==> src/rtl/kts_pkg.sv <==
// Shared types and codes for the keyframe track sampler.
package kts_pkg;

   localparam int TICK_W  = 32;
   localparam int VALUE_W = 32;
   localparam int TOTAL_W = 9;
   localparam int LIMIT_W = 9;
   localparam int FRAC_W  = 16;
   localparam int PROD_W  = VALUE_W + 1 + FRAC_W;

   localparam logic [LIMIT_W-1:0] KEY_LIMIT_RESET = 9'd256;

   localparam logic [1:0] FUNC_CLEAR  = 2'd0;
   localparam logic [1:0] FUNC_APPEND = 2'd1;
   localparam logic [1:0] FUNC_EVAL   = 2'd2;

   localparam logic [1:0] STAT_OK    = 2'd0;
   localparam logic [1:0] STAT_EMPTY = 2'd1;
   localparam logic [1:0] STAT_LIMIT = 2'd2;
   localparam logic [1:0] STAT_ORDER = 2'd3;

   typedef struct packed {
      logic [1:0]                func;
      logic [TICK_W-1:0]         tick;
      logic signed [VALUE_W-1:0] key_value;
   } req_type;

   typedef struct packed {
      logic signed [VALUE_W-1:0] sampled_value;
      logic [1:0]                status;
      logic [TOTAL_W-1:0]        key_total;
   } rsp_type;

   typedef struct packed {
      logic [TICK_W-1:0]         tick;
      logic signed [VALUE_W-1:0] value;
   } key_type;

endpackage

==> src/rtl/kts_step_mul.sv <==
// Shift-add multiplier, one fraction bit per cycle, MSB first: diff * frac.
module kts_step_mul
   import kts_pkg::*;
(
   input  logic                     clock,
   input  logic                     reset,
   input  logic                     start,
   input  logic signed [VALUE_W:0]  diff,
   input  logic [FRAC_W-1:0]        frac,
   output logic                     done,
   output logic signed [PROD_W-1:0] product
);

   localparam int CNT_W = $clog2(FRAC_W);

   logic                     run_ff, run_in;
   logic                     done_ff, done_in;
   logic [CNT_W-1:0]         cnt_ff, cnt_in;
   logic signed [VALUE_W:0]  diff_ff, diff_in;
   logic [FRAC_W-1:0]        frac_ff, frac_in;
   logic signed [PROD_W-1:0] acc_ff, acc_in;

   always_comb begin
      run_in  = run_ff;
      done_in = 1'b0;
      cnt_in  = cnt_ff;
      diff_in = diff_ff;
      frac_in = frac_ff;
      acc_in  = acc_ff;
      if (start) begin
         run_in  = 1'b1;
         cnt_in  = '0;
         diff_in = diff;
         frac_in = frac;
         acc_in  = '0;
      end else if (run_ff) begin
         if (frac_ff[FRAC_W-1]) begin
            acc_in = (acc_ff <<< 1) + PROD_W'(diff_ff);
         end else begin
            acc_in = acc_ff <<< 1;
         end
         frac_in = {frac_ff[FRAC_W-2:0], 1'b0};
         cnt_in  = cnt_ff + 1'b1;
         if (cnt_ff == CNT_W'(FRAC_W - 1)) begin
            run_in  = 1'b0;
            done_in = 1'b1;
         end
      end
   end

   always_ff @(posedge clock) begin
      if (reset) begin
         run_ff  <= 1'b0;
         done_ff <= 1'b0;
      end else begin
         run_ff  <= run_in;
         done_ff <= done_in;
      end
   end

   always_ff @(posedge clock) begin
      cnt_ff  <= cnt_in;
      diff_ff <= diff_in;
      frac_ff <= frac_in;
      acc_ff  <= acc_in;
   end

   assign done    = done_ff;
   assign product = acc_ff;

endmodule

==> config.mk <==
export PLATFORM = sky130hd
export DESIGN_NAME = kts_step_mul
export DESIGN_NICKNAME = d
export VERILOG_FILES = /design/src/rtl/kts_pkg.sv /design/src/rtl/kts_step_mul.sv
export SDC_FILE = /design/constraint.sdc
export NUM_CORES = 1
export LEC_CHECK = 0
export ABC_AREA = 1
export BUFFER_PORTS_ARGS = -buffer_cell sky130_fd_sc_hd__buf_2
export CORE_MARGIN = 5
export CORE_UTILIZATION = 60
export DETAILED_ROUTE_END_ITERATION = 10
export PLACE_DENSITY = 0.92
export SETUP_SLACK_MARGIN = 0.4
export SYNTH_ARGS = -nofsm -noshare
export SYNTH_HDL_FRONTEND = slang
export SYNTH_SLANG_ARGS = --single-unit
==> constraint.sdc <==
create_clock -name clock -period 2.2 [get_ports clock]
set_input_delay 0 -clock clock [delete_from_list [all_inputs] [get_ports clock]]
set_output_delay 0 -clock clock [all_outputs]
set_load 0.01 [all_outputs]
==> impl_metrics.env, run 1 <==
export IMPL_status="did not finish"
export IMPL_stop_stage="global routing"
export IMPL_toolErrorMsg="[ERROR GRT-0232] Routing congestion too high. Check the congestion heatmap in the GUI."
export IMPL_ys_seq_elements=104
export IMPL_grt_max_degree=65
export IMPL_place_gp_congestion=1.02
export IMPL_cts_buffers=9
export IMPL_pre_cts_ws_ps=-119
export IMPL_grt_usage_pct=81.9
export IMPL_dieWidth_um=127
export IMPL_ys_seq_area_share_pct=31.5
export IMPL_yosysWarningCount=0
export IMPL_netlist_area_um2=8160
export IMPL_cts_sinks=104
export IMPL_port_buffers=101
export IMPL_num_rows=42
export IMPL_syn_nets=1422
export IMPL_worstEpCategory="register input"
export IMPL_htree_levels=3
export IMPL_initial_utilization_pct=61.4
export IMPL_cts_buffer_depth=2
export IMPL_synth_avg_cell_area_um2=6.18
export IMPL_dpl_cell_count=1604
export IMPL_yosysTopAreaCell="nand2_1"
export IMPL_synth_top_area_share_pct=23.8
export IMPL_synthTopCellsByArea="nand2_1, edfxtp_1, dfxtp_1"
export IMPL_grt_ovfl_total=215
export IMPL_dieHeight_um=127
export IMPL_worst_endpoint="product[20]$_SDFFE_PP0P_/D"
export IMPL_ioPinCount=102
export IMPL_root_buffer="clkbuf_16"
export IMPL_dpl_hpwl_um=20000
export IMPL_syn_inst=1321
export IMPL_synth_cell_type_count=37
-- repair_timing --
action                                 CTS
endpoints found under the hold margin   51
hold buffers                            50
gates cloned                             0
pin swaps                              104
resized for setup                      290
buffers inserted                        38
setup endpoints to repair               41
-- metal layers --
| metal | GRT usage, % | overflow |
|---|---|---|
| met3 | 68.1 | 6 |
| met2 | 97.9 | 128 |
| met4 | 84.9 | 79 |
| met5 | 25.7 | 1 |
| met1 | 80.6 | 1 |
-- through the flow --
step                      setup TNS [ps]  hold slack, ps  cell area [µm²]
after floorplan                        0            76.1             8190
after global placement             -68.9             176             9060
after detailed placement            -125             179             9060
after CTS                              0             125            11500
-- cell usage after synthesis --
master and instances:
nand2_1 518, inv_1 242, nor2_1 121, nand3_1 59, dfxtp_1 55, edfxtp_1 49
ha_1 48, a21oi_1 44, o21ai_0 42, nor2_2 24, xor2_1 19, clkbuf_1 16
nand2_2 13, nand4_1 10, nor3_1 8, inv_2 7, o21ai_1 7, nand3_2 6
xnor2_1 4, buf_2 3, nor4_1 3, o22ai_1 3, a32o_1 2, buf_6 2
nor2_4 2, nor3_2 2, o21bai_1 2, a211oi_1 1, a21o_1 1, a31oi_1 1
buf_4 1, clkinv_1 1, dlygate4sd1_1 1, fa_1 1, nand3b_1 1, nor3b_1 1
o211ai_1 1
-- logic make-up after synthesis --
family	synth area share, %
XOR/XNOR	2.47
AND/OR/NAND/NOR	38.8
flip-flops	31.5
adder cells (fa/ha/maj)	7.61
buffers and inverters	12.9
AO/OA/AOI/OAI	6.72
==> run 2, diff against run 1 <==
CORE_UTILIZATION = 40   (was 60)
PLACE_DENSITY = not set   (was 0.92)
PLACE_DENSITY_LB_ADDON = 0.15   (was not set)
SETUP_SLACK_MARGIN = not set   (was 0.4)
==> run 2 against run 1 <==
Net effect:
- the run now ends clean
- synthesized cell count is the same
- synthesized area is the same
==> impl_metrics.env, run 2 <==
export IMPL_ys_seq_elements=104
export IMPL_netlist_area_um2=8160
export IMPL_synth_cell_type_count=37
export IMPL_ioPinCount=102
export IMPL_multi_input_area_um2=5100
export IMPL_drv_slew=0
export IMPL_worstPathArrival_ps=2470
export IMPL_cts_tree="built"
export IMPL_layout_common_cells="nand2_1, inv_1, buf_2"
export IMPL_num_fill_cells=2075
export IMPL_finalHoldViolations=0
export IMPL_rsz0062_at_grt="true"
export IMPL_p_per_area_nw_per_um2=577
export IMPL_cts_buffer_depth=2
export IMPL_r2r_start="diff_ff[32]$_DFFE_PP_"
export IMPL_grt_pass1_wl_um=41500
export IMPL_max_slew_margin_pct=63.9
export IMPL_layout_commonest_cell="nand2_1"
export IMPL_hp_class="input pin to flop"
export IMPL_worst_pin_slew_ps=541
export IMPL_fin_crit_ps=2200
export IMPL_synthTopCellsByArea="nand2_1, edfxtp_1, dfxtp_1"
export IMPL_timing_hold_ws_ps=169
export IMPL_root_buffer="clkbuf_16"
export IMPL_final_core_util_pct=53.4
export IMPL_postCtsSetupRepairBufs=0
export IMPL_fin_crit_sh_pct=100
export IMPL_maxCapViolCount=0
export IMPL_async_reset_ff_share_pct=0
export IMPL_dr_pass1_iters=6
export IMPL_cts_buffers=9
export IMPL_syn_inst=1321
export IMPL_path_common_cell="nand2_1"
export IMPL_status="finished, final reports clean"
export IMPL_fmax_mhz=455
export IMPL_layout_nets=1623
export IMPL_place_area_um2=9380
export IMPL_critPathBufInv=4
export IMPL_regArea_um2=2570
export IMPL_syn_nets=1422
export IMPL_dieArea_um2=23400
export IMPL_largest_reg_flops=49
export IMPL_startpoint="diff_ff[32]$_DFFE_PP_"
export IMPL_yosysTopAreaCell="nand2_1"
export IMPL_dpl_hpwl_um=20100
export IMPL_initial_utilization_pct=40.5
export IMPL_critPathKind="flop to flop"
export IMPL_crit_slowest_cell="edfxtp_1"
export IMPL_antennaDiodeCount=0
export IMPL_fin_area_um2=10800
export IMPL_antenna_found_initial=0
export IMPL_cp_start_kind="flop"
export IMPL_num_rows=52
export IMPL_synth_edff_count=49
export IMPL_wl_per_cell_um=14.4
export IMPL_dieWidth_um=153
export IMPL_synth_ff_type="dfxtp_1"
export IMPL_finalSetupTns_ps=0
export IMPL_ys_seq_area_share_pct=31.5
export IMPL_drtAntennaViolNets=0
export IMPL_grt_max_degree=55
export IMPL_vias_per_cell=4.66
export IMPL_cts_sinks=104
export IMPL_drtIter0Drc=585
export IMPL_yosysWarningCount=0
export IMPL_dieHeight_um=153
export IMPL_place_gp_congestion=0.952
export IMPL_clk_pin_slew_ps=80
export IMPL_grt_pass1_vias=7992
export IMPL_leakagePower_nw=5.59
export IMPL_pre_cts_ws_ps=-107
export IMPL_port_buffers=101
export IMPL_yosysMostFrequentCell="nand2_1"
export IMPL_setup_slack_ps=0.860
export IMPL_setup_viol=0
export IMPL_drcViolationCount=0
export IMPL_grt_ovfl_total=0
export IMPL_vdd_drop_max_mv=0.397
export IMPL_path_delay_family="simple AND/OR/NAND/NOR gates"
export IMPL_synthToLayoutAreaGrowth_pct=32.1
export IMPL_cpPeakStageDelay_ps=420
export IMPL_finalClockSkew_ps=9.67
export IMPL_synth_avg_cell_area_um2=6.18
export IMPL_routed_wl_um=25800
export IMPL_cp_max_fo=17
export IMPL_htree_levels=3
export IMPL_crit_path_end_kind="flop"
export IMPL_synth_top_area_share_pct=23.8
export IMPL_hp_start="start"
export IMPL_crit_chain="buf_12, ha_1, buf_4, nand2_1, nand2_1, inv_1, nand2_1, inv_1, nand2_1, a21oi_1, nand3_1, nand2_1, nand3_1, nand2_1, nand2_1"
export IMPL_grt_usage_pct=22.0
export IMPL_clk_latency_ps=360
export IMPL_fp_coreArea_um2=20200
export IMPL_drive_gt1_share_pct=21.6
export IMPL_crit_required_ps=2470
export IMPL_synthTopCellsByCount="nand2_1, inv_1, nor2_1"
export IMPL_vias=8372
-- run 2: cell counts after synthesis --
Identical to the previous run, type by type.
-- run 2: kinds of logic after synthesis --
group / count (synthesis) / share of synthesized area (%)
compound gates: 104 / 6.72
xor+xnor: 23 / 2.47
fa+ha+maj: 49 / 7.61
buf+inv: 273 / 12.9
flops: 104 / 31.5
simple gates: 768 / 38.8
-- run 2: cell type report --
class / instances / area share, %
clock buffer: 9 / 2.09
clock inverter: 7 / 0.836
inverter: 250 / 8.71
multi-input combinational: 944 / 47.3
sequential: 104 / 23.9
tap: 270 / 3.13
timing repair buffer: 213 / 14.0
-- run 2: metrics by stage --
step	instances	power (mW)
floorplan	1321	3.55
global placement	1731	4.25
detailed placement	1731	4.26
CTS	1797	6.04
global route	1797	6.63
finish	1797	6.22
-- run 2: worst paths after layout --
path / cells past startpoint / slack (ps) / endpoint
worst max-delay path: 15 / 0.9 / product[46]$_SDFFE_PP0P_
worst min-delay path: 3 / 170 / cnt_ff[2]$_SDFFE_PP0P_
worst max register to register: 15 / 0.9 / product[46]$_SDFFE_PP0P_
worst min register to register: 2 / 470 / product[25]$_SDFFE_PP0P_
-- run 2: routing by layer --
layer,part of all wire (%),track usage [%]
met5,0,0
met4,0.94,4.29
met3,4.8,2.88
met2,44,34.7
met1,50,32.4
-- run 2: power breakdown --
part | internal (mW) | total, mW | switching, mW
Combinational | 0.884 | 2.19 | 1.30
Clock | 0.819 | 1.70 | 0.881
Sequential | 2.20 | 2.33 | 0.133
-- run 2: timing repair --
item / CTS / global route
endpoints found under the hold margin: 51 / 0
endpoints found under the setup margin: 1 / 37
pin swaps: 0 / 3
resized for setup: 1 / 115
hold buffers: 50 / 0
-- run 2: worst min-delay path, cell delays in order --
cell    delay [ps]
buf_2          120
buf_4          270
nor3_1          90
Note: power is estimated with default switching activity, not from simulation.
