[src/rtl/kts_pkg.sv]
// Shared types and codes for the keyframe track sampler.
package kts_pkg;

   localparam int TICK_W  = 32;
   localparam int VALUE_W = 32;
   localparam int TOTAL_W = 9;
   localparam int LIMIT_W = 9;
   localparam int FRAC_W  = 16;
   localparam int PROD_W  = VALUE_W + 1 + FRAC_W;

   localparam logic [LIMIT_W-1:0] KEY_LIMIT_RESET = 9'd256;

   localparam logic [1:0] FUNC_CLEAR  = 2'd0;
   localparam logic [1:0] FUNC_APPEND = 2'd1;
   localparam logic [1:0] FUNC_EVAL   = 2'd2;

   localparam logic [1:0] STAT_OK    = 2'd0;
   localparam logic [1:0] STAT_EMPTY = 2'd1;
   localparam logic [1:0] STAT_LIMIT = 2'd2;
   localparam logic [1:0] STAT_ORDER = 2'd3;

   typedef struct packed {
      logic [1:0]                func;
      logic [TICK_W-1:0]         tick;
      logic signed [VALUE_W-1:0] key_value;
   } req_type;

   typedef struct packed {
      logic signed [VALUE_W-1:0] sampled_value;
      logic [1:0]                status;
      logic [TOTAL_W-1:0]        key_total;
   } rsp_type;

   typedef struct packed {
      logic [TICK_W-1:0]         tick;
      logic signed [VALUE_W-1:0] value;
   } key_type;

endpackage

[src/rtl/kts_frac_div.sv]
// Restoring divider, one quotient bit per cycle: floor((off << 16) / span), off < span.
module kts_frac_div
   import kts_pkg::*;
(
   input  logic              clock,
   input  logic              reset,
   input  logic              start,
   input  logic [TICK_W-1:0] off,
   input  logic [TICK_W-1:0] span,
   output logic              done,
   output logic [FRAC_W-1:0] quotient
);

   localparam int CNT_W = $clog2(FRAC_W);

   logic              run_ff, run_in;
   logic              done_ff, done_in;
   logic [CNT_W-1:0]  cnt_ff, cnt_in;
   logic [TICK_W-1:0] rem_ff, rem_in;
   logic [TICK_W-1:0] span_ff, span_in;
   logic [FRAC_W-1:0] quo_ff, quo_in;
   logic [TICK_W:0]   rem_dbl;

   always_comb begin
      run_in  = run_ff;
      done_in = 1'b0;
      cnt_in  = cnt_ff;
      rem_in  = rem_ff;
      span_in = span_ff;
      quo_in  = quo_ff;
      rem_dbl = {rem_ff, 1'b0};
      if (start) begin
         run_in  = 1'b1;
         cnt_in  = '0;
         rem_in  = off;
         span_in = span;
         quo_in  = '0;
      end else if (run_ff) begin
         // remainder stays below span, so the doubled value fits one extra bit
         if (rem_dbl >= {1'b0, span_ff}) begin
            rem_in = TICK_W'(rem_dbl - {1'b0, span_ff});
            quo_in = {quo_ff[FRAC_W-2:0], 1'b1};
         end else begin
            rem_in = rem_dbl[TICK_W-1:0];
            quo_in = {quo_ff[FRAC_W-2:0], 1'b0};
         end
         cnt_in = cnt_ff + 1'b1;
         if (cnt_ff == CNT_W'(FRAC_W - 1)) begin
            run_in  = 1'b0;
            done_in = 1'b1;
         end
      end
   end

   always_ff @(posedge clock) begin
      if (reset) begin
         run_ff  <= 1'b0;
         done_ff <= 1'b0;
      end else begin
         run_ff  <= run_in;
         done_ff <= done_in;
      end
   end

   always_ff @(posedge clock) begin
      cnt_ff  <= cnt_in;
      rem_ff  <= rem_in;
      span_ff <= span_in;
      quo_ff  <= quo_in;
   end

   assign done     = done_ff;
   assign quotient = quo_ff;

endmodule

[config.mk]
export PLATFORM = sky130hd
export DESIGN_NAME = kts_frac_div
export DESIGN_NICKNAME = d
export VERILOG_FILES = /design/src/rtl/kts_pkg.sv /design/src/rtl/kts_frac_div.sv
export SDC_FILE = /design/constraint.sdc
export NUM_CORES = 1
export LEC_CHECK = 0
export BUFFER_PORTS_ARGS = -buffer_cell sky130_fd_sc_hd__buf_2
export CAP_MARGIN = 20
export CORE_MARGIN = 2
export CORE_UTILIZATION = 55
export DETAILED_ROUTE_END_ITERATION = 8
export PLACE_DENSITY_LB_ADDON = 0.05
export RECOVER_POWER = 50
export SYNTH_ARGS = -nofsm -noshare
export SYNTH_HDL_FRONTEND = slang
export SYNTH_SLANG_ARGS = --single-unit
[constraint.sdc]
create_clock -name clock -period 3.3 [get_ports clock]
set_input_delay 0.495 -clock clock [delete_from_list [all_inputs] [get_ports clock]]
set_output_delay 0.495 -clock clock [all_outputs]
set_load 0.03 [all_outputs]
==> results.yml, run 1 <==
run_status:
  run_status: "finished, final reports clean"
worst_hold_path:
  timing.hold.worst.start: "reset"
  worst_hold_path_type: "in2reg"
yosys:
  synth-main-ff-cell: "sky130_fd_sc_hd__edfxtp_1"
  synth.largest_area_cell: "sky130_fd_sc_hd__edfxtp_1"
  asyncSetResetFlopFracSynth_pct: 0
  synth_warnings: 0
  postSynthRegisterBits: 86
  postSynthAreaPerCell_um2: 10.42
  syn_nets: 619
  syn-instance-count: 518
  synthesis.area_um2: 5396
  post_synth_num_cell_types: 59
  number_of_flops_mapped_to_enable_cells_by_yosys: 64
  netlist_top_cells_area: "sky130_fd_sc_hd__edfxtp_1 36%, sky130_fd_sc_hd__dfxtp_1 8.2%, sky130_fd_sc_hd__ha_1 7.7%"
  post-synth-top-area-fraction_pct: 35.61
  synth.yosys.seq_area_share_pct: 43.77
die:
  number_of_rows_created_at_floorplan: 36
  fp.coreArea_um2: 9639
  die_width_um: 103.1
  floorplan.die_area_um2: 10620
  start_util_pct: 55.98
  die_h_um: 103.1
  io_pins: 84
worst_setup_path:
  crit_arrival_ns: 3.36
  crit_slowest_cell: "sky130_fd_sc_hd__edfxtp_1"
  path_class: "reg2reg"
  cp_max_fo: 10
  crit_path_cell_trace: "ha_1 > a21oi_2 > o21ai_1 > or3_1 > a211oi_4 > nor4_2 > o21ai_4 > nand2_4 > mux2_4 > mux2_2"
  worstReg2RegStart: "rem_ff[13]"
  critPathCaptureType: "flip-flop"
  largest_stage_delay_on_the_critical_path_ns: 0.40
  critical_path_required_ns: 3.45
  worst_setup_path_startpoint: "rem_ff[13]"
  timing.critical_path.from_type: "flip-flop"
pwr:
  vdd_ir_drop_max_mv: 0.4255
  p_per_area_nw_per_um2: 710.9
  leakagePower_nw: 2.800
sta:
  max_freq_ghz: 0.3115
  finClkSkew_ns: 0.01170
  finalHoldViolCount: 0
  period_needed_ns: 3.210
  worst_rel_slew_slack_pct: 10.44
  drv_slew: 0
  worst_slew_pin_slew_ns: 1.343
  worst_slack_ns: 0.08991
  hold_ws_ns: 0.2682
  finalSetupViolations: 0
  setup_tns_ns: 0
  final_min_period_over_clock_period_pct: 97.28
  rsz0062_at_grt: "yes"
placed_design:
  dp_cells: 735
  hpwlAfterDp_um: 8054
  placed_area_um2: 6050
  gpl.final_weighted_congestion: 0.8628
  port_buffers: 83
  dp_slack_ns: -0.01671
flow_run:
  cap_viol_max_count: 0
grt:
  grt_start_max_net_pins: 99
  grt_antenna_before_repair: 0
  grt_first_pass_wirelength_um: 18760
  first_global_vias: 4028
  grt_use_total_pct: 22.92
  total_congestion_overflow: 0
cts:
  clock_tree.root_cell: "sky130_fd_sc_hd__clkbuf_8"
  tritoncts: "built"
  cts_buffers: 9
  clock_path_buffers: 2
  ctsHtreeMaxLevel: 3
  clock_latency_ns: 0.39
  path_clk_slew_ns: 0.09
  clock_sinks: 86
  cts_setup_buffers: 0
detailed_routing:
  vias_per_cell: 5.459
  dr.pass1.iters: 6
  iteration_0_drc_markers: 171
  num_vias: 4105
  drc: 0
  drt.antenna.violating_nets: 0
  totalWireLength_um: 11490
  avgRoutedWirePerCell_um: 15.28
cells_and_area:
  layout.filler_cells: 860
  total_inserted_antenna_cells: 0
  drive_gt1_share_pct: 26.66
  stdcell_count: 752
  flow.area_growth_from_synthesis_pct: 16.55
  fin_area_um2: 6290
  num-nets-final: 715
[cells by family (layout without fill, tap and decap cells)]
kind of cell	Yosys count	in the layout	share of synthesized area, %
compound gates	126	126	15.30
xor+xnor	26	26	4.220
flops	86	86	43.77
mux	59	59	12.64
buf+inv	60	160	4.591
simple gates	127	128	11.45
fa+ha+maj	34	34	8.022
[layer usage]
layer	share of wire (%)	vias to the layer above	wire length, um	GRT usage (%)
met5	0	-	0	0
met4	1.3	0	149	7.287
met3	5.1	14	586	6.644
met2	48	93	5458	37.86
met1	46	1925	5296	29.09
li1	-	2073	-	-
[through the flow]
stage | util, % | power (mW)
detailed placement | 62.76 | 3.675
CTS | 64.78 | 4.426
floorplan | - | 3.189
global route | 65.25 | 4.797
global placement | 62.76 | 3.616
finish | 65.25 | 4.471
[flip-flops by register name, indices dropped and copies added (netlist names)]
name	count
rem_ff	32
run_ff	1
quotient	16
done	1
span_ff	32
cnt_ff	4
[power by group]
group | internal, mW | switching [mW] | total, mW
sequential | 1.39 | 0.0962 | 1.49
combinational | 1.11 | 1.15 | 2.25
clock | 0.306 | 0.424 | 0.731
total | 2.80 | 1.67 | 4.47
[cell usage after synthesis (all sizes together) (7+ instances only)]
cell type   n
edfxtp     64
a21oi      46
nor2       43
inv        41
mux2       40
ha         33
nand2      30
dfxtp      22
o21ai      21
mux2i      19
a21o       18
xnor2      17
nand3      12
clkbuf     11
a211oi      9
xor2        9
buf         8
nor3        8
nor2b       7
o21bai      7
[what timing repair did]
item | 4_1_cts | 5_1_grt
gates cloned | 0 | 1
hold buffers | 0 | 0
hold endpoints to repair | 0 | 0
resized for setup | 1 | 6
pin swaps | 0 | 1
endpoints found under the setup margin | 13 | 20
[placed cells by master, fill, tap and decap left out, types with 5 or more instances in the layout]
cell type	instances
sky130_fd_sc_hd__dfxtp_1	22
sky130_fd_sc_hd__o21bai_1	7
sky130_fd_sc_hd__mux2_1	7
sky130_fd_sc_hd__mux2_4	11
sky130_fd_sc_hd__mux2_2	22
sky130_fd_sc_hd__xnor2_1	17
sky130_fd_sc_hd__nand3_1	12
sky130_fd_sc_hd__nand2b_1	5
sky130_fd_sc_hd__buf_4	18
sky130_fd_sc_hd__nor3_1	8
sky130_fd_sc_hd__nor2_1	42
sky130_fd_sc_hd__edfxtp_1	64
sky130_fd_sc_hd__mux2i_1	19
sky130_fd_sc_hd__nor2b_1	7
sky130_fd_sc_hd__xor2_1	9
sky130_fd_sc_hd__o21ai_1	7
sky130_fd_sc_hd__o31ai_1	5
sky130_fd_sc_hd__a211oi_1	8
sky130_fd_sc_hd__buf_2	81
sky130_fd_sc_hd__o21ai_0	12
sky130_fd_sc_hd__nand4_1	5
sky130_fd_sc_hd__inv_1	41
sky130_fd_sc_hd__ha_1	31
sky130_fd_sc_hd__a21o_1	18
sky130_fd_sc_hd__clkbuf_8	10
sky130_fd_sc_hd__a21oi_1	44
sky130_fd_sc_hd__nand2_1	29
[layout make-up]
cell class                      instances  area (um^2)  area share (%)
Clock inverter                          6        48.80          0.7758
Timing Repair Buffer                  103        571.8           9.091
Inverter                               41        153.9           2.447
Multi-Input combinational cell        373         2849           45.30
Sequential cell                        86         2362           37.56
Tap cell                              133        166.4           2.646
Clock buffer                           10        137.6           2.188
[path summary, 6_finish.rpt]
path         slack, ns  cells after the start    endpoint
max               0.09                     10  rem_ff[13]
min               0.27                      2      run_ff
max reg2reg       0.09                     10  rem_ff[13]
min reg2reg       0.48                      2        done
[worst max-delay path, delay by kind of cell (launching register included)]
kind | cells | cell delay, ns
AO/OA/AOI/OAI | 4 | 0.85
AND/OR/NAND/NOR | 3 | 0.73
multiplexers | 2 | 0.60
flip-flops | 1 | 0.40
adder cells (fa/ha/maj) | 1 | 0.39
No activity file was read; power rests on OpenSTA's default activity.
==> inputs of run 2 (changes only) <==
- SETUP_SLACK_MARGIN: default -> 0.5
==> run 2 against run 1 <==
Effect of this change:
- the run now ends with max-capacitance violations, max-slew violations left
- critical path type unchanged
- non-clock buffer count increased by 16
- cell count increased by 2.0%
- critical endpoint is now rem_ff[21]
- final area increased by 7.4%
- clock skew increased by 0.0086 ns
- die area unchanged
- first-iteration DRC count increased by 32%
- via count increased by 3.8%
- total power increased by 11%
- combinational power increased by 21%
- routed wire length increased by 7.3%
==> results.yml, run 2 (synthesis gave the netlist of run 1 again) <==
cells_and_area:
  layout_common_cells: "82 x sky130_fd_sc_hd__buf_2, 64 x sky130_fd_sc_hd__edfxtp_1, 42 x sky130_fd_sc_hd__nor2_1"
  layout_commonest_cell: "sky130_fd_sc_hd__buf_2"
  stdcell_count: 767
  total_inserted_antenna_cells: 0
  area_occupied_by_multi_input_gates_um2: 3154
  finish.utilization_pct: 70.05
  flow.area_growth_from_synthesis_pct: 25.13
  seq_area_um2: 2362
  num-nets-final: 730
  drive_gt1_share_pct: 36.91
  layout.filler_cells: 771
sta:
  max_freq_ghz: 0.3302
  period_needed_ns: 3.028
  worst_slew_pin_slew_ns: 2.196
  rsz0062_at_grt: "yes"
  finClkSkew_ns: 0.02033
  setup_tns_ns: 0
  drv_slew: 99
  worst_rel_slew_slack_pct: -46.40
  final_min_period_over_clock_period_pct: 91.77
  finalHoldViolCount: 0
  finalSetupViolations: 0
run_status:
  violated_checks: "max-capacitance violations, max-slew violations"
  run_status: "complete, but fails checks"
detailed_routing:
  num_vias: 4263
  dr.pass1.iters: 5
  avgRoutedWirePerCell_um: 16.07
  iteration_0_drc_markers: 226
  drc: 0
  drt.antenna.violating_nets: 0
  vias_per_cell: 5.558
  totalWireLength_um: 12320
grt:
  grt_use_total_pct: 23.38
  first_global_vias: 4071
  grt_antenna_before_repair: 0
  total_congestion_overflow: 0
  grt_first_pass_wirelength_um: 19020
  grt_start_max_net_pins: 99
die:
  floorplan.die_area_um2: 10620
  die_h_um: 103.1
  die_width_um: 103.1
  start_util_pct: 55.98
  io_pins: 84
  number_of_rows_created_at_floorplan: 36
  fp.coreArea_um2: 9639
worst_setup_path:
  crit_arrival_ns: 3.08
  critical_path_required_ns: 3.35
  path_class: "reg2reg"
  critPathCaptureType: "flip-flop"
  timing.critical_path.from_type: "flip-flop"
  cp_max_fo: 11
pwr:
  netSwitchingFraction_pct: 37.44
  p_sw_mw: 1.855
  p_per_area_nw_per_um2: 733.6
  leakagePower_nw: 2.951
  pwr-share-comb_pct: 54.8
  sequentialPowerShare_pct: 30.4
  internal-power_mw: 3.099
  pwr-share-clk_pct: 14.8
  vdd_ir_drop_max_mv: 0.5054
  fin_total_pwr_mw: 4.954
placed_design:
  gpl.final_weighted_congestion: 0.8908
  hpwlAfterDp_um: 8104
  dp_cells: 727
  port_buffers: 83
cts:
  tritoncts: "built"
  path_clk_slew_ns: 0.10
  clock_tree.root_cell: "sky130_fd_sc_hd__clkbuf_8"
  clock_path_buffers: 2
  postCtsHoldBufs: 0
  cts_buffers: 9
  clock_latency_ns: 0.39
  clock_sinks: 86
  ctsHtreeMaxLevel: 3
worst_hold_path:
  worst_hold_path_type: "in2reg"
flow_run:
  cap_viol_max_count: 1
-- run 2: changes by cell type in the layout (fill, tap and decap cells not counted), sizes merged --
cell    delta
buf       +16
clkinv     +1
inv        -1
nand2      -1
-- run 2: layer usage --
layer,GRT usage [%],vias to the layer above,share of wire [%]
met1,29.56,2034,44
met2,39.26,111,50
li1,-,2105,-
met4,6.073,0,1.2
met3,6.983,13,5.0
met5,0,-,0
-- run 2: cell type report --
cell class	instances	share of cell area [%]
Tap cell	133	2.464
Multi-Input combinational cell	372	46.71
Inverter	41	2.279
Clock buffer	10	2.038
Clock inverter	6	0.7412
Sequential cell	86	34.98
Timing Repair Buffer	119	10.78
-- run 2: timing repair --
action | CTS | global route
setup buffers | 13 | 10
gates cloned | 0 | 1
setup endpoints to repair | 33 | 33
resized for setup | 36 | 31
pin swaps | 15 | 2
-- run 2: per-stage QoR --
step	hold slack [ns]	setup slack, ns	cell area (um^2)
finish	0.2675	0.2717	6753
global route	0.2474	0.1703	6753
CTS	0.2560	0.2934	6519
detailed placement	0.4646	0.1065	6032
global placement	0.4603	0.2058	6032
floorplan	0.4403	0.3082	5418
-- run 2: path summary, 6_finish.rpt --
path	start	end	slack, ns	depth (start not counted)
worst max-delay path	span_ff[18]	rem_ff[21]	0.27	14
worst min register to register	cnt_ff[3]	done	0.48	2
worst max register to register	span_ff[18]	rem_ff[21]	0.27	14
worst min-delay path	span[27]	span_ff[27]	0.27	1
-- run 2: power groups by stage --
stage	registers (mW)	logic (mW)	clock network, mW
5_1_grt	1.52	2.94	0.793
6_report	1.51	2.72	0.731
3_5_place_dp	1.51	2.17	0
3_3_place_gp	1.50	2.12	0
2_1_floorplan	1.48	1.72	0
4_1_cts	1.50	2.42	0.752
-- run 2: worst max-delay path, stage by stage (launching register included) --
cell and delay, ns:
sky130_fd_sc_hd__edfxtp_1 0.40, sky130_fd_sc_hd__inv_2 0.09, sky130_fd_sc_hd__ha_4 0.20, sky130_fd_sc_hd__a21o_1 0.19
sky130_fd_sc_hd__o21bai_4 0.18, sky130_fd_sc_hd__or3_4 0.34, sky130_fd_sc_hd__a211oi_4 0.26, sky130_fd_sc_hd__nor4_4 0.08
sky130_fd_sc_hd__o21ai_4 0.17, sky130_fd_sc_hd__nand2_4 0.11, sky130_fd_sc_hd__buf_12 0.17, sky130_fd_sc_hd__buf_4 0.14
sky130_fd_sc_hd__buf_4 0.13, sky130_fd_sc_hd__mux2i_1 0.15, sky130_fd_sc_hd__o21ai_1 0.08
==> inputs of run 3 (changes only) <==
- BUFFER_PORTS_ARGS: -buffer_cell sky130_fd_sc_hd__buf_2 -> default
- DONT_BUFFER_PORTS: default -> 1
==> run 3 against run 2 <==
Effect of this change:
- routed wire length decreased by 1.7%
- critical endpoint is now rem_ff[3]
- the flow now finishes without violations
- cell count is 10% lower
- sequential share of layout area grew 1.1 points
- via count is 7.4% lower
- non-clock buffer count decreased by 78
- die area unchanged
- setup slack improved by 0.078 ns
- core utilization decreased by 2.1 points
- largest cell class unchanged
- sequential cell count is the same
- register-to-register slack improved by 0.08 ns
- critical path depth is 2 lower
==> results.yml, run 3 (synthesis gave the netlist of run 1 again) <==
cells_and_area:
  total_inserted_antenna_cells: 0
  layout_common_cells: "64 x sky130_fd_sc_hd__edfxtp_1, 42 x sky130_fd_sc_hd__nor2_1, 38 x sky130_fd_sc_hd__inv_1"
  flow.area_growth_from_synthesis_pct: 21.38
  layout_commonest_cell: "sky130_fd_sc_hd__edfxtp_1"
  drive_gt1_share_pct: 30.04
  layout.filler_cells: 775
  num-nets-final: 652
  stdcell_count: 689
cts:
  clock_path_buffers: 2
  tritoncts: "built"
  cts_buffers: 9
  ctsHtreeMaxLevel: 3
  clock_latency_ns: 0.40
  path_clk_slew_ns: 0.09
  clock_tree.root_cell: "sky130_fd_sc_hd__clkbuf_8"
  postCtsHoldBufs: 0
  clock_sinks: 86
die:
  number_of_rows_created_at_floorplan: 36
  start_util_pct: 55.98
  die_h_um: 103.1
  io_pins: 84
  die_width_um: 103.1
  fp.coreArea_um2: 9639
  floorplan.die_area_um2: 10620
flow_run:
  cap_viol_max_count: 0
worst_hold_path:
  endpoint_with_the_worst_hold_slack: "run_ff"
  worst_hold_path_type: "in2reg"
  timing.hold.worst_path_depth: 1
  timing.hold.worst.start: "reset"
worst_setup_path:
  r2r-end: "rem_ff[3]"
  timing.critical_path.from_type: "flip-flop"
  cp_max_fo: 7
  crit_path_cell_trace: "inv_2 > ha_4 > a21o_1 > o21bai_4 > or3_4 > a211oi_4 > nor4_4 > o21ai_4 > nand2_4 > buf_8 > mux2_4 > mux2_4"
  path_class: "reg2reg"
  critPathCaptureType: "flip-flop"
  rrSetupSlack_ns: 0.35
  crit_slowest_cell: "sky130_fd_sc_hd__edfxtp_1"
  crit_arrival_ns: 3.08
  critical_path_required_ns: 3.43
  path_delay_family: "compound AO/OA/AOI/OAI gates"
  critical-path-top-cell-by-count: "sky130_fd_sc_hd__mux2_4"
  r2r_cells: 12
  cp_num_buf_inv: 2
  largest_stage_delay_on_the_critical_path_ns: 0.40
  worstReg2RegStart: "span_ff[18]"
placed_design:
  gpl.final_weighted_congestion: 0.8784
  hpwlAfterDp_um: 7869
  port_buffers: 0
  dp_cells: 647
sta:
  period_needed_ns: 2.950
  rsz0062_at_grt: "yes"
  worst_rel_slew_slack_pct: 11.10
  drv_slew: 0
  max_freq_ghz: 0.3390
  setup_tns_ns: 0
  worst_slew_pin_slew_ns: 1.333
  finalSetupViolations: 0
  finalHoldViolCount: 0
  finClkSkew_ns: 0.02067
  final_min_period_over_clock_period_pct: 89.40
pwr:
  fin_total_pwr_mw: 5.033
  vdd_ir_drop_max_mv: 0.4717
  p_per_area_nw_per_um2: 768.4
  leakagePower_nw: 2.661
detailed_routing:
  totalWireLength_um: 12120
  drt.antenna.violating_nets: 0
  avgRoutedWirePerCell_um: 17.58
  iteration_0_drc_markers: 213
  num_vias: 3947
  dr.pass1.iters: 4
  vias_per_cell: 5.729
  drc: 0
run_status:
  run_status: "finished, final reports clean"
grt:
  first_global_vias: 3921
  grt_start_max_net_pins: 100
  grt_first_pass_wirelength_um: 18400
  grt_use_total_pct: 22.80
  total_congestion_overflow: 0
  grt_antenna_before_repair: 0
-- run 3: through the flow --
stage | utilization (%) | hold WS (ns) | setup WS [ns] | area, um^2
after global placement | 58.22 | 0.4602 | 0.2060 | 5612
after floorplan | - | 0.4403 | 0.3082 | 5418
after detailed placement | 58.22 | 0.4611 | 0.1371 | 5612
final | 67.95 | 0.1601 | 0.3498 | 6550
after CTS | 64.49 | 0.1376 | 0.2864 | 6216
after global routing | 67.95 | 0.1324 | 0.2704 | 6550
-- run 3: what timing repair did --
action	CTS	global route
buffers inserted	13	12
pin swaps	18	24
gates cloned	1	0
endpoints found under the setup margin	33	32
resized for setup	57	43
-- run 3: final cells by class --
type	count	area [um^2]	area share, %
repair buffers	41	367.9	5.616
well taps	133	166.4	2.541
inverters	41	153.9	2.350
clock inverters	5	36.28	0.5540
multi-input cells	372	3311	50.54
flip-flops and latches	86	2362	36.07
clock buffers	11	152.6	2.330
-- run 3: worst max path at each step --
| stage | start | end | slack, ns | cells after the start |
|---|---|---|---|---|
| floorplan | rem_ff[11] | rem_ff[10] | 0.31 | 12 |
| CTS | span_ff[18] | rem_ff[25] | 0.29 | 12 |
| global placement | rem_ff[13] | rem_ff[27] | 0.21 | 10 |
| detailed placement | rem_ff[2] | rem_ff[7] | 0.14 | 11 |
| global route | rem_ff[0] | rem_ff[3] | 0.27 | 11 |
| finish | span_ff[18] | rem_ff[3] | 0.35 | 12 |
-- run 3: power breakdown --
part	switching [mW]	internal [mW]
sequential	0.130	1.39
clock	0.415	0.326
combinational	1.31	1.46
total	1.86	3.17
-- run 3: routing by layer --
| layer | share of wire [%] | track usage (%) |
|---|---|---|
| met5 | 0 | 0 |
| met4 | 1.7 | 8.401 |
| met3 | 4.6 | 7.322 |
| met2 | 49 | 36.56 |
| met1 | 45 | 28.92 |
